`src/sv/assert_macros.svh`:
```
// Assertion macros shared by the RTL files.
`ifndef ASSERT_MACROS_SVH
`define ASSERT_MACROS_SVH
`ifndef SYNTHESIS
// Implication checked on every clock edge outside reset.
`define ASSERT_IMP(label, clk, rst_n, ante, cons) \
	label: assert property (@(posedge clk) disable iff (!rst_n) (ante) |-> (cons)) \
		else $error("assertion failed");
// Next-cycle implication.
`define ASSERT_NEXT(label, clk, rst_n, ante, cons) \
	label: assert property (@(posedge clk) disable iff (!rst_n) (ante) |=> (cons)) \
		else $error("assertion failed");
`else
`define ASSERT_IMP(label, clk, rst_n, ante, cons)
`define ASSERT_NEXT(label, clk, rst_n, ante, cons)
`endif
`endif

```
`src/sv/chs_pkg.sv`:
```
// Package with constants, types and the hash multiplier of the chained hash set.
package chs_pkg;
	localparam int BUCKETS    = 64;
	localparam int POOL_NODES = 256;
	localparam int KEY_BITS   = 32;
	localparam int BKT_W      = $clog2(BUCKETS);
	localparam int NODE_W     = $clog2(POOL_NODES);
	localparam int LINK_W     = $clog2(POOL_NODES + 1);
	localparam logic [LINK_W-1:0] NIL = LINK_W'(POOL_NODES);
	localparam logic [KEY_BITS-1:0] HASH_MUL = KEY_BITS'(64'd2654435761);

	typedef enum logic [1:0] {
		OP_INSERT = 2'd0,
		OP_SEARCH = 2'd1,
		OP_REMOVE = 2'd2,
		OP_NONE   = 2'd3
	} op_t;

	typedef struct packed {
		op_t                 op;
		logic [KEY_BITS-1:0] key;
	} req_t;

	typedef struct packed {
		logic                ok;
		logic                full_res;
		logic [LINK_W-1:0]   key_count;
	} res_t;

	typedef enum logic [3:0] {
		ST_INIT,
		ST_IDLE,
		ST_HEAD,
		ST_RDNODE,
		ST_CMP,
		ST_RDHIT,
		ST_FREE,
		ST_INS,
		ST_DONE
	} st_t;
endpackage

```
`src/sv/chs_front.sv`:
```
// Front part: accepts requests into a short queue ahead of the table engine.
module chs_front (
	input  logic           clk,
	input  logic           arst_n,
	input  logic           push,
	output logic           full,
	input  logic [1:0]     op,
	input  logic [chs_pkg::KEY_BITS-1:0] key,
	output logic           req_valid,
	output chs_pkg::req_t  req,
	input  logic           req_take
);
	localparam int DEPTH = 2;
	chs_pkg::req_t buf_q [DEPTH];
	logic          wr_q, rd_q;
	logic [1:0]    cnt_q;
	logic          do_push, do_pop;

	assign full      = (cnt_q == 2'(DEPTH));
	assign req_valid = (cnt_q != 2'd0);
	assign req       = buf_q[rd_q];
	assign do_push   = push && !full;
	assign do_pop    = req_take && req_valid;

	always_ff @(posedge clk) begin
		if (do_push) begin
			buf_q[wr_q] <= '{op: chs_pkg::op_t'(op), key: key};
		end
	end

	always_ff @(posedge clk or negedge arst_n) begin
		if (!arst_n) begin
			wr_q  <= 1'b0;
			rd_q  <= 1'b0;
			cnt_q <= 2'd0;
		end else begin
			if (do_push) wr_q <= ~wr_q;
			if (do_pop) rd_q <= ~rd_q;
			cnt_q <= cnt_q + 2'(do_push) - 2'(do_pop);
		end
	end

	`include "assert_macros.svh"
	`ASSERT_IMP(a_cnt_range, clk, arst_n, 1'b1, cnt_q <= 2'(DEPTH))
	`ASSERT_NEXT(a_cnt_push, clk, arst_n, do_push && !do_pop, cnt_q == $past(cnt_q) + 2'd1)
	`ASSERT_NEXT(a_cnt_pop, clk, arst_n, do_pop && !do_push, cnt_q == $past(cnt_q) - 2'd1)
endmodule

```
`config.mk`:
```
export PLATFORM = sky130hd
export DESIGN_NAME = chs_front
export DESIGN_NICKNAME = d
export VERILOG_FILES = /design/src/sv/chs_pkg.sv /design/src/sv/chs_front.sv
export VERILOG_INCLUDE_DIRS = /design/src /design/src/sv
export SDC_FILE = /design/constraint.sdc
export NUM_CORES = 1
export LEC_CHECK = 0
export BUFFER_PORTS_ARGS = -buffer_cell sky130_fd_sc_hd__buf_2
export CORE_ASPECT_RATIO = 1.4
export CORE_MARGIN = 2
export CORE_UTILIZATION = 50
export CTS_BUF_LIST = sky130_fd_sc_hd__clkbuf_4
export CTS_CLUSTER_DIAMETER = 30
export CTS_CLUSTER_SIZE = 10
export DETAILED_ROUTE_END_ITERATION = 10
export PLACE_DENSITY = 0.76
export RECOVER_POWER = 100
export SKIP_LAST_GASP = 1
export SLEW_MARGIN = 10
export SYNTH_ARGS = -nofsm -noshare
export SYNTH_HDL_FRONTEND = slang
export SYNTH_SLANG_ARGS = --single-unit
```
`constraint.sdc`:
```
create_clock -name clk -period 3.1 [get_ports clk]
set_input_delay 0.465 -clock clk [delete_from_list [all_inputs] [get_ports clk]]
set_output_delay 0.465 -clock clk [all_outputs]
set_load 0.02 [all_outputs]
```
# == After elaboration in Yosys (flattened, before gate mapping) ==
# Memory sizes are Yosys's and may differ from the RTL's.
# Index checks and enable logic that the tools add are counted.
# word_totals
ramBits,68
elab_cells,15
reg_bits,4
mem_count,1
in_bits,38
output_inout_bits,36
# classes
muxes,2
bitwise,2
n_reduce_logical,4
eq_ne,1
n_addsub,2
# memory_table
memory,depth,width,rd,rd_clocked_by_memory_dff,write_ports,line_no,source
buf_q,2,34,1,0,1,chs_front.sv:14,chs_pkg::req_t buf_q [DEPTH];
# op_table
operator,n
adder 2 x 1 -> 2 bit,1
"equality test 2 bit, second input constant",1
logical AND 1 bit,2
two-way mux 1 bit,2
NOT 1 bit,2
nonzero test 2 bit,1
subtractor 2 x 1 -> 2 bit,1
zero test 1 bit,1

# == Depth between registers and ports, before layout ==
# Gate-level depths: netlist of run 1.
# logic_depth
depth_word,5
mapped_depth,7
ltp_nobuf,7

# == Worst setup path before layout of run 1 ==
# Ideal clock, no wire load.
# synth_timing
path_type,reg2reg
startpoint,reg cnt_q[1]
endpoint,mem buf_q[0][0] in the netlist's numbering (enable)
setup_ns,0.425
arrival_ns,2.026
required_ns,2.675
slack_ns,0.649
n_path_buf,0
period_less_slack_ns,2.451
stages_incl_launch_ff,4
path_cell_list,dfrtp_1 -> nand2b_1 -> nand2_1 -> nor2_1
# synth_between
elab_chain_len,5
# synth_rtl
element,line_no,source
start: declaration,chs_front.sv:16,logic [1:0] cnt_q;
start signal: assignment,chs_front.sv:39,cnt_q <= cnt_q + 2'(do_push) - 2'(do_pop);
equality test 2 bit,chs_front.sv:19,assign full = (cnt_q == 2'(DEPTH));
zero test 1 bit,chs_front.sv:22,assign do_push = push && !full;
logical AND 1 bit,chs_front.sv:22,
two-way mux 1 bit,chs_front.sv:26,if (do_push) begin
two-way mux 1 bit (not written as such),chs_front.sv:27,"buf_q[wr_q] <= '{op: chs_pkg::op_t'(op), key: key};"
end: declaration,chs_front.sv:14,
# Every way passes these cells.

==> metrics.yaml, run 1 <==
logic_synthesis:
  ys_ff_latch: 72
  synthTopCellsByCount: "68 x edfxtp_1, 29 x mux2_4, 5 x mux2_2"
  async_reset_ff_share_pct: 5.56
  post-synth-top-count-cell: "edfxtp_1"
  ys_seq_area_share_pct: 77.0
  synth-edff-count: 68
  yosysUniqueCellTypes: 15
  netlist_area_um2: 2780
  synthTopCellsByArea: "edfxtp_1 73%, mux2_4 16%, dfrtp_1 3.6%"
  syn-num-nets: 164
  yosysTopAreaCell: "edfxtp_1"
  yosys.area.top_type_share_pct: 73.4
  synth_ff_type: "edfxtp_1"
  synth.avg_cell_area_um2: 22.4
  postSynthCellCount: 124
  ys_warn_count: 0
sta:
  slew_headroom_pct: -5.42
  rsz0062_at_grt: "no"
  period_needed_ns: 2.58
  maxSlewViolCount: 35
  fmax_ghz: 0.387
  setup_viol_count_final: 0
  worst_pin_slew_ns: 1.58
  hold_viol: 0
  clock_skew_ns: 0.00868
  whs_ns: 0.231
  tns_ns: 0
  finalCritPeriodShare_pct: 83.3
die:
  placeableCoreArea_um2: 5450
  die_height_um: 92.3
  die_x_um: 67.0
  initial_core_util_pct: 51.1
  ioPinCount: 74
  rows: 32
  die-area_um2: 6180
setup_path:
  cp.arrival_ns: 2.12
  crit_fanout: 22
  startpoint_type: "register"
  r2r_end: "buf_q[0][22]"
  reg2reg_depth: 4
  worstPathRequired_ns: 2.63
  r2r-start: "cnt_q[1]"
  cp-end-kind: "output pin"
  r2r_setup_slack_ns: 0.65
  path_class: "reg -> out"
layout:
  fin_nets: 248
  area.growth.synth_to_final_pct: 17.4
  final_cell_area_um2: 3270
  nFillCells: 459
  drive_gt1_share_pct: 36.2
  antenna-diode-count: 0
grt:
  grt_pass1_vias: 1363
  grt_max_degree: 35
  antenna_found_initial: 0
  grt_pass1_wl_um: 6360
  gr-usage-all-layers_pct: 15.1
  grt-ovfl-total: 0
clocking:
  cts_tree: "done"
  cts_htree_levels: 3
  clk_latency_ns: 0.41
  clk_pin_slew_worst_paths_ns: 0.11
  clkSinkCount: 72
  cts_buffers: 9
  clockRootBuffer: "clkbuf_4"
  clock_path_buffers: 2
  post_cts_buffers: 0
  cts_resized: 0
placement:
  finalWeightedCongestion: 0.691
  dp_hpwl_um: 2800
  io_buffers: 73
  placed_area_um2: 3220
detailed_routing:
  drc: 0
  post_drt_wl_per_cell_um: 15.4
  drt_iter0_drc: 49
  drt_first_pass_iters: 6
  routed_wl_um: 4330
  vias_per_cell: 4.93
  ant_nets: 0
  vias: 1385
run:
  drv_cap: 1
hold_path:
  min_from: "key[4]"
  hp-class: "in -> reg"
  min_to: "buf_q[0][4]"
  hold_depth: 1
power:
  leakage_nw: 1.22
  vdd_ir_drop_max_mv: 0.836
  p_per_area_nw_per_um2: 964
run_status:
  outcome: "complete, but fails checks"
  violations: "max-capacitance violations, max-slew violations"
-- placed cells by master, fill, tap and decap left out --
cell and n:
xnor2_1 3, clkbuf_4 9, buf_2 53, edfxtp_1 68
mux2_1 26, clkinv_2 1, mux2_2 5, dfrtp_2 1
ha_1 2, xor2_1 1, bufinv_16 3, inv_1 2
clkbuf_1 22, clkinv_1 2, nand2_1 1, nor2_1 1
dlygate4sd3_1 1, or2_0 1, mux2_4 3, dfrtp_1 3
clkinvlp_4 1, and2_0 1, nand2b_1 1, buf_4 1
and3_1 1
-- final cells by class --
type / count / area, um2 / share of cell area, %
tap: 68 / 85.1 / 2.61
sequential: 72 / 2140 / 65.6
clock inverter: 7 / 110 / 3.37
timing repair buffer: 77 / 365 / 11.2
clock buffer: 9 / 67.6 / 2.07
inverter: 2 / 7.51 / 0.230
multi-input combinational: 46 / 487 / 14.9
-- power by group --
part | internal [mW] | total, mW | switching, mW
sequential | 1.34 | 1.45 | 0.111
combinational | 0.376 | 0.984 | 0.608
clock | 0.402 | 0.716 | 0.314
total | 2.12 | 3.15 | 1.03
-- flip-flops by register name (all words and copies together) (netlist names) --
register,count
buf_q,68
cnt_q,2
rd_q,1
wr_q,1
-- layer usage --
layer	global-route usage, %	up-vias	routed length (um)
li1	-	647	-
met1	15.9	682	1640
met3	6.26	7	307
met5	0	-	0
met4	8.67	0	55
met2	24.6	49	2330
-- metrics by stage --
stage / instances / util (%) / setup slack (ns) / power [mW]
after floorplan: 124 / - / 0.649 / 2.37
after global placement: 264 / 59.1 / 1.08 / 2.65
after detailed placement: 264 / 59.1 / 1.07 / 2.68
after CTS: 281 / 62.6 / 0.591 / 3.39
after global routing: 281 / 60.0 / 0.364 / 3.31
final: 281 / 60.0 / 0.518 / 3.15
-- worst max-delay path: stages (launching register included) --
cell and delay, ns:
dfrtp_2 0.71, clkbuf_1 0.46, mux2_1 0.37, buf_2 0.16
-- logic make-up after synthesis --
kind of cell	after synthesis	share of synthesized area, %
flip-flops	72	77.0
multiplexers	34	17.7
buffers and inverters	6	1.89
AND/OR/NAND/NOR	6	1.26
XOR/XNOR	4	1.26
adder cells (fa/ha/maj)	2	0.900
-- timing repair --
action / CTS / global route
hold buffers: 1 / 0
setup endpoints to repair: 0 / 0
endpoints found under the hold margin: 4 / 0
-- worst max path at each step --
stage | endpoint | from
floorplan | buf_q[0][0] | cnt_q[1]
global placement | req[9] | rd_q
detailed placement | req[13] | rd_q
CTS | req[13] | rd_q
global route | req[5] | rd_q
finish | req[9] | rd_q
(Power assumes the default switching activity.)
==> run 2: changes to the inputs <==
- clock period: 3.1 -> 2.7 ns (I/O delays scaled with it)
==> run 2 against run 1 <==
Compared with the run above:
- the run still ends with max-capacitance violations, max-slew violations left
- global-route usage down 0.68 points
- critical endpoint is now buf_q[0][14]
- critical path depth is 1 higher
- register-to-register slack got worse by 0.24 ns
- utilization decreased by 0.57 points
- clock-buffer cell count stayed put
- sequential cell count is the same
- largest power group unchanged
==> metrics.yaml, run 2 (same netlist as run 1, synthesis figures left out) <==
run_status:
  outcome: "complete, but fails checks"
  violations: "max-capacitance violations, max-slew violations"
power:
  p_per_area_nw_per_um2: 1060  # +9.5%
  leakage_nw: 1.22  # +0.59%
  vdd_ir_drop_max_mv: 0.998  # +19%
sta:
  rsz0062_at_grt: "no"
  slew_headroom_pct: -3.16  # +2.3 points
  period_needed_ns: 2.29
  worst_pin_slew_ns: 1.55  # -0.0339 ns
  maxSlewViolCount: 35  # unchanged
  hold_viol: 0  # unchanged
  tns_ns: 0  # unchanged
  finalCritPeriodShare_pct: 84.9
  clock_skew_ns: 0.00829  # -0.000391 ns
  setup_viol_count_final: 0  # unchanged
  fmax_ghz: 0.436
setup_path:
  worstPathRequired_ns: 2.72  # +0.09 ns
  critical_path.top_delay_family: "buffers and inverters"
  crit_fanout: 18  # -18%
  cp-end-kind: "register"
  path_class: "reg -> reg"
  crit_buf_inv: 1  # -1
  startpoint_type: "register"
  slowest_delay_ns: 0.80  # +0.09 ns
  crit_chain: "nand2b_1, nand2_1, nor2_4, dlymetal6s4s_1"
  cp.arrival_ns: 2.32  # +0.20 ns
  cp_slowest_cell: "dlymetal6s4s_1"
detailed_routing:
  post_drt_wl_per_cell_um: 14.6  # -5.6%
  routed_wl_um: 4070  # -5.9%
  ant_nets: 0  # unchanged
  vias_per_cell: 4.83  # -2.1%
  drt_first_pass_iters: 4  # -2
  drc: 0  # unchanged
  drt_iter0_drc: 31  # -37%
  vias: 1351  # -2.5%
placement:
  placed_area_um2: 3230  # +0.39%
  io_buffers: 73  # unchanged
  dp_hpwl_um: 2750  # -1.7%
  finalWeightedCongestion: 0.679  # -1.8%
grt:
  antenna_found_initial: 0  # unchanged
  grt-ovfl-total: 0  # unchanged
  grt_pass1_vias: 1304  # -4.3%
  gr-usage-all-layers_pct: 14.4  # -0.68 points
  grt_max_degree: 35  # unchanged
  grt_pass1_wl_um: 6090  # -4.2%
clocking:
  clock_path_buffers: 2  # unchanged
  clkSinkCount: 72  # unchanged
  clockRootBuffer: "clkbuf_4"
  clk_pin_slew_worst_paths_ns: 0.10  # about the same
  cts_htree_levels: 3  # unchanged
  cts_resized: 0  # unchanged
  clk_latency_ns: 0.39  # -0.02 ns
  cts_tree: "done"
  cts_buffers: 9  # unchanged
die:
  die_x_um: 67.0  # unchanged
  initial_core_util_pct: 51.1  # unchanged
  rows: 32  # unchanged
  die-area_um2: 6180  # unchanged
  die_height_um: 92.3  # unchanged
  ioPinCount: 74  # unchanged
  placeableCoreArea_um2: 5450  # unchanged
layout:
  nFillCells: 456  # -0.65%
  fin_nets: 248  # unchanged
  drive_gt1_share_pct: 36.3  # +0.17 points
  reg_top3: "buf_q (68), cnt_q (2)"
  final_cell_area_um2: 3230  # -0.96%
  top_register: "buf_q"
  layout_commonest_cell: "edfxtp_1"
  largest_reg_flops: 68  # unchanged
  antenna-diode-count: 0  # unchanged
  layout_common_cells: "68 x edfxtp_1, 50 x buf_2, 23 x clkbuf_1, 22 x mux2_1, 9 x clkbuf_4"
  area.growth.synth_to_final_pct: 16.3
hold_path:
  hp-class: "in -> reg"
run:
  drv_cap: 1  # unchanged
run 2: cell types whose count changed in the layout (fill, tap and decap cells not counted), moves of 2 or more:
cell       previous run  this run
mux2_1               26        22
bufinv_16             3         1
mux2_4                3         7
buf_2                53        50
run 2: metal layers:
metal | part of all wire, % | global-route usage (%) | routed length [um] | up-vias
met5 | 0 | 0 | 0 | -
met4 | 2.7 | 9.86 | 111 | 0
met3 | 6.3 | 5.28 | 258 | 10
met2 | 52 | 22.9 | 2130 | 47
met1 | 39 | 15.5 | 1580 | 642
li1 | - | - | - | 652
run 2: path summary, 6_finish.rpt:
path                       cells past startpoint  slack, ns     start           end
setup / recovery                               4       0.41  cnt_q[1]  buf_q[0][14]
hold / removal                                 1       0.19   key[31]  buf_q[1][31]
setup reg to reg                               4       0.41  cnt_q[1]  buf_q[0][14]
hold reg to reg                                1       0.55  cnt_q[0]      cnt_q[0]
max in group asynchronous                      2       2.12    arst_n          rd_q
min in group asynchronous                      2       0.37    arst_n      cnt_q[0]
run 2: report_power, final:
| group | total (mW) | internal (mW) | switching, mW |
|---|---|---|---|
| Combinational | 1.21 | 0.462 | 0.748 |
| Sequential | 1.62 | 1.54 | 0.0835 |
| Clock | 0.586 | 0.266 | 0.321 |
| Total | 3.42 | 2.26 | 1.15 |
run 2: cell type report:
| class | count | area (um2) | share of cell area (%) |
|---|---|---|---|
| clock buffer | 9 | 67.6 | 2.09 |
| sequential | 72 | 2140 | 66.2 |
| clock inverter | 6 | 51.3 | 1.59 |
| multi-input combinational | 46 | 509 | 15.7 |
| inverter | 2 | 7.51 | 0.232 |
| tap | 68 | 85.1 | 2.63 |
| timing repair buffer | 77 | 372 | 11.5 |
run 2: timing repair:
action                    in CTS  in global routing
setup buffers                  0                  0
hold buffers                   1                  0
hold endpoints to repair       4                  0
run 2: through the flow:
stage	total power [mW]	setup slack (ns)	hold slack, ns	util [%]	std cells
final	3.42	0.407	0.195	59.4	280
after global routing	3.61	0.227	0.157	59.4	280
after CTS	3.67	0.491	0.162	61.7	280
after detailed placement	3.09	0.939	0.217	59.4	264
after global placement	3.06	0.959	0.217	59.4	264
after floorplan	2.72	0.249	0.109	-	124
==> run 3: changes to the inputs <==
- clock period: 2.7 -> 2.2 ns (I/O delays scaled with it)
==> run 3 against run 2 <==
Compared with the run above:
- the run now ends clean
- utilization is 2.1 points higher
- non-clock buffer count is 3 higher
- final area is 3.6% higher
- largest cell class unchanged
- total power is 31% higher
- die area stayed put
- hold slack worse by 0.081 ns
- combinational power is 40% higher
- critical path type is now reg -> out
- final cell count is 1.4% higher
- largest power group unchanged
- clock power is 35% higher
- via count is 2.1% higher
==> metrics.yaml, run 3 (same netlist as run 1, synthesis figures left out) <==
sta:
  tns_ns: 0  # unchanged
  hold_viol: 0  # unchanged
  clock_skew_ns: 0.0108  # +0.00248 ns
  fin_ws_ns: 0.127  # -0.280 ns
  slew_headroom_pct: 40.1  # +43 points
  finalCritPeriodShare_pct: 94.2
  worst_pin_slew_ns: 0.896  # -0.652 ns
  rsz0062_at_grt: "no"
  fmax_ghz: 0.482
  setup_viol_count_final: 0  # unchanged
  period_needed_ns: 2.07
  maxSlewViolCount: 0  # -100%
layout:
  nFillCells: 445  # -2.4%
  utilization_pct: 61.5  # +2.1 points
  largest_reg_flops: 68  # unchanged
  reg_top3: "buf_q (68), cnt_q (2)"
  antenna-diode-count: 0  # unchanged
  drive_gt1_share_pct: 48.6  # +12 points
  top_register: "buf_q"
  area.growth.synth_to_final_pct: 20.4
  layout_commonest_cell: "edfxtp_1"
  layout_common_cells: "68 x edfxtp_1, 30 x buf_2, 25 x mux2_4, 23 x clkbuf_2, 21 x clkbuf_1"
  final_cells: 284  # +1.4%
  fin_nets: 251  # +1.2%
placement:
  dp_hpwl_um: 2880  # +4.6%
  pre_cts_ws_ns: 0.533  # -0.406 ns
  finalWeightedCongestion: 0.697  # +2.7%
  io_buffers: 73  # unchanged
  dp_cells: 267  # +1.1%
clocking:
  post_cts_buffers: 0  # unchanged
  clk_pin_slew_worst_paths_ns: 0.11  # about the same
  clkSinkCount: 72  # unchanged
  cts_htree_levels: 3  # unchanged
  clk_latency_ns: 0.39  # about the same
  clock_path_buffers: 2  # unchanged
  cts_tree: "done"
  cts_buffers: 9  # unchanged
  clockRootBuffer: "clkbuf_4"
detailed_routing:
  post_drt_wl_per_cell_um: 14.5  # -0.68%
  vias_per_cell: 4.86  # +0.63%
  vias: 1379  # +2.1%
  ant_nets: 0  # unchanged
  drt_first_pass_iters: 3  # -1
  drt_iter0_drc: 26  # -16%
  routed_wl_um: 4100  # +0.74%
  drc: 0  # unchanged
power:
  swShare_pct: 33.2  # -0.54 points
  internal-power_mw: 2.99  # +32%
  power.share.combinational_pct: 37.7  # +2.3 points
  power_switching_mw: 1.49  # +29%
  p_per_area_nw_per_um2: 1340  # +27%
  vdd_ir_drop_max_mv: 0.684  # -31%
  p_clk_share_pct: 17.6  # +0.4 points
  seq_power_share_pct: 44.7  # -2.7 points
  leakage_nw: 1.31  # +7.3%
run:
  drv_cap: 0  # -1
die:
  die-area_um2: 6180  # unchanged
  placeableCoreArea_um2: 5450  # unchanged
  die_x_um: 67.0  # unchanged
  initial_core_util_pct: 51.1  # unchanged
  ioPinCount: 74  # unchanged
  die_height_um: 92.3  # unchanged
  rows: 32  # unchanged
grt:
  top_usage_layer: "met2"
  grt_util_met2_pct: 22.8  # -0.083 points
  antenna_found_initial: 0  # unchanged
  grt_pass1_wl_um: 6200  # +1.8%
  grt-ovfl-total: 0  # unchanged
  grt_max_degree: 21  # -40%
  grt_pass1_vias: 1381  # +5.9%
  gr-usage-all-layers_pct: 14.5  # +0.14 points
  use_met1_pct: 15.4  # -0.14 points
  grtUsageMet3_pct: 4.17  # -1.1 points
setup_path:
  r2r-start: "cnt_q[1]"
  crit_fanout: 12  # -6
  cp.arrival_ns: 1.74  # -0.58 ns
  reg2reg_depth: 4  # unchanged
  cp-end-kind: "output pin"
  worstPathRequired_ns: 1.87  # -0.85 ns
  r2r_setup_slack_ns: 0.17  # -0.24 ns
  startpoint_type: "register"
  r2r_end: "buf_q[0][1]"
  path_class: "reg -> out"
hold_path:
  hold_depth: 1  # unchanged
  min_to: "buf_q[0][4]"
  min_from: "key[4]"
  hp-class: "in -> reg"
run_status:
  outcome: "complete, no violations"
[run 3: area by class of cell]
type	count	area (um2)	share of cell area, %
Clock buffer	11	82.6	2.47
Clock inverter	5	57.6	1.72
Inverter	2	7.51	0.224
Multi-Input combinational cell	46	569	17.0
Sequential cell	72	2140	64.0
Tap cell	68	85.1	2.54
Timing Repair Buffer	80	404	12.1
[run 3: worst max-delay path by stage]
stage / start / endpoint / depth (start not counted)
finish: rd_q / req[26] / 3
global route: cnt_q[1] / buf_q[0][1] / 4
CTS: rd_q / req[24] / 3
detailed placement: rd_q / req[25] / 3
global placement: rd_q / req[24] / 3
floorplan: cnt_q[1] / buf_q[0][0] / 3
[run 3: metal layers]
metal | part of all wire, % | vias to the layer above
li1 | - | 656
met4 | 4.3 | 0
met1 | 38 | 657
met5 | 0 | -
met2 | 52 | 51
met3 | 5.9 | 15
[run 3: power by group through the flow]
stage          clock network [mW]  logic [mW]  registers (mW)
6_report                    0.790        1.69            2.00
4_1_cts                     0.814        1.77            2.01
5_1_grt                     0.853        1.80            2.04
3_3_place_gp                    0        1.76            2.03
2_1_floorplan                   0        1.36            1.98
3_5_place_dp                    0        1.77            2.04
[run 3: timing repair]
| action | CTS | global route |
|---|---|---|
| setup endpoints to repair | 0 | 0 |
| resized for setup | 0 | 0 |
| hold buffers | 1 | 0 |
| hold endpoints to repair | 4 | 0 |
[run 3: stage by stage]
step	hold WS (ns)	total power [mW]	instance area [um2]
after detailed placement	0.142	3.81	3250
after CTS	0.0808	4.60	3400
final	0.114	4.48	3350
after global placement	0.139	3.78	3250
after floorplan	0.0344	3.34	2780
after global routing	0.0845	4.69	3350
[run 3: critical path, cell delays in order, from the launching register on]
cell	delay, ns
dfrtp_2	0.55
clkbuf_4	0.32
mux2_4	0.32
clkbuf_2	0.16
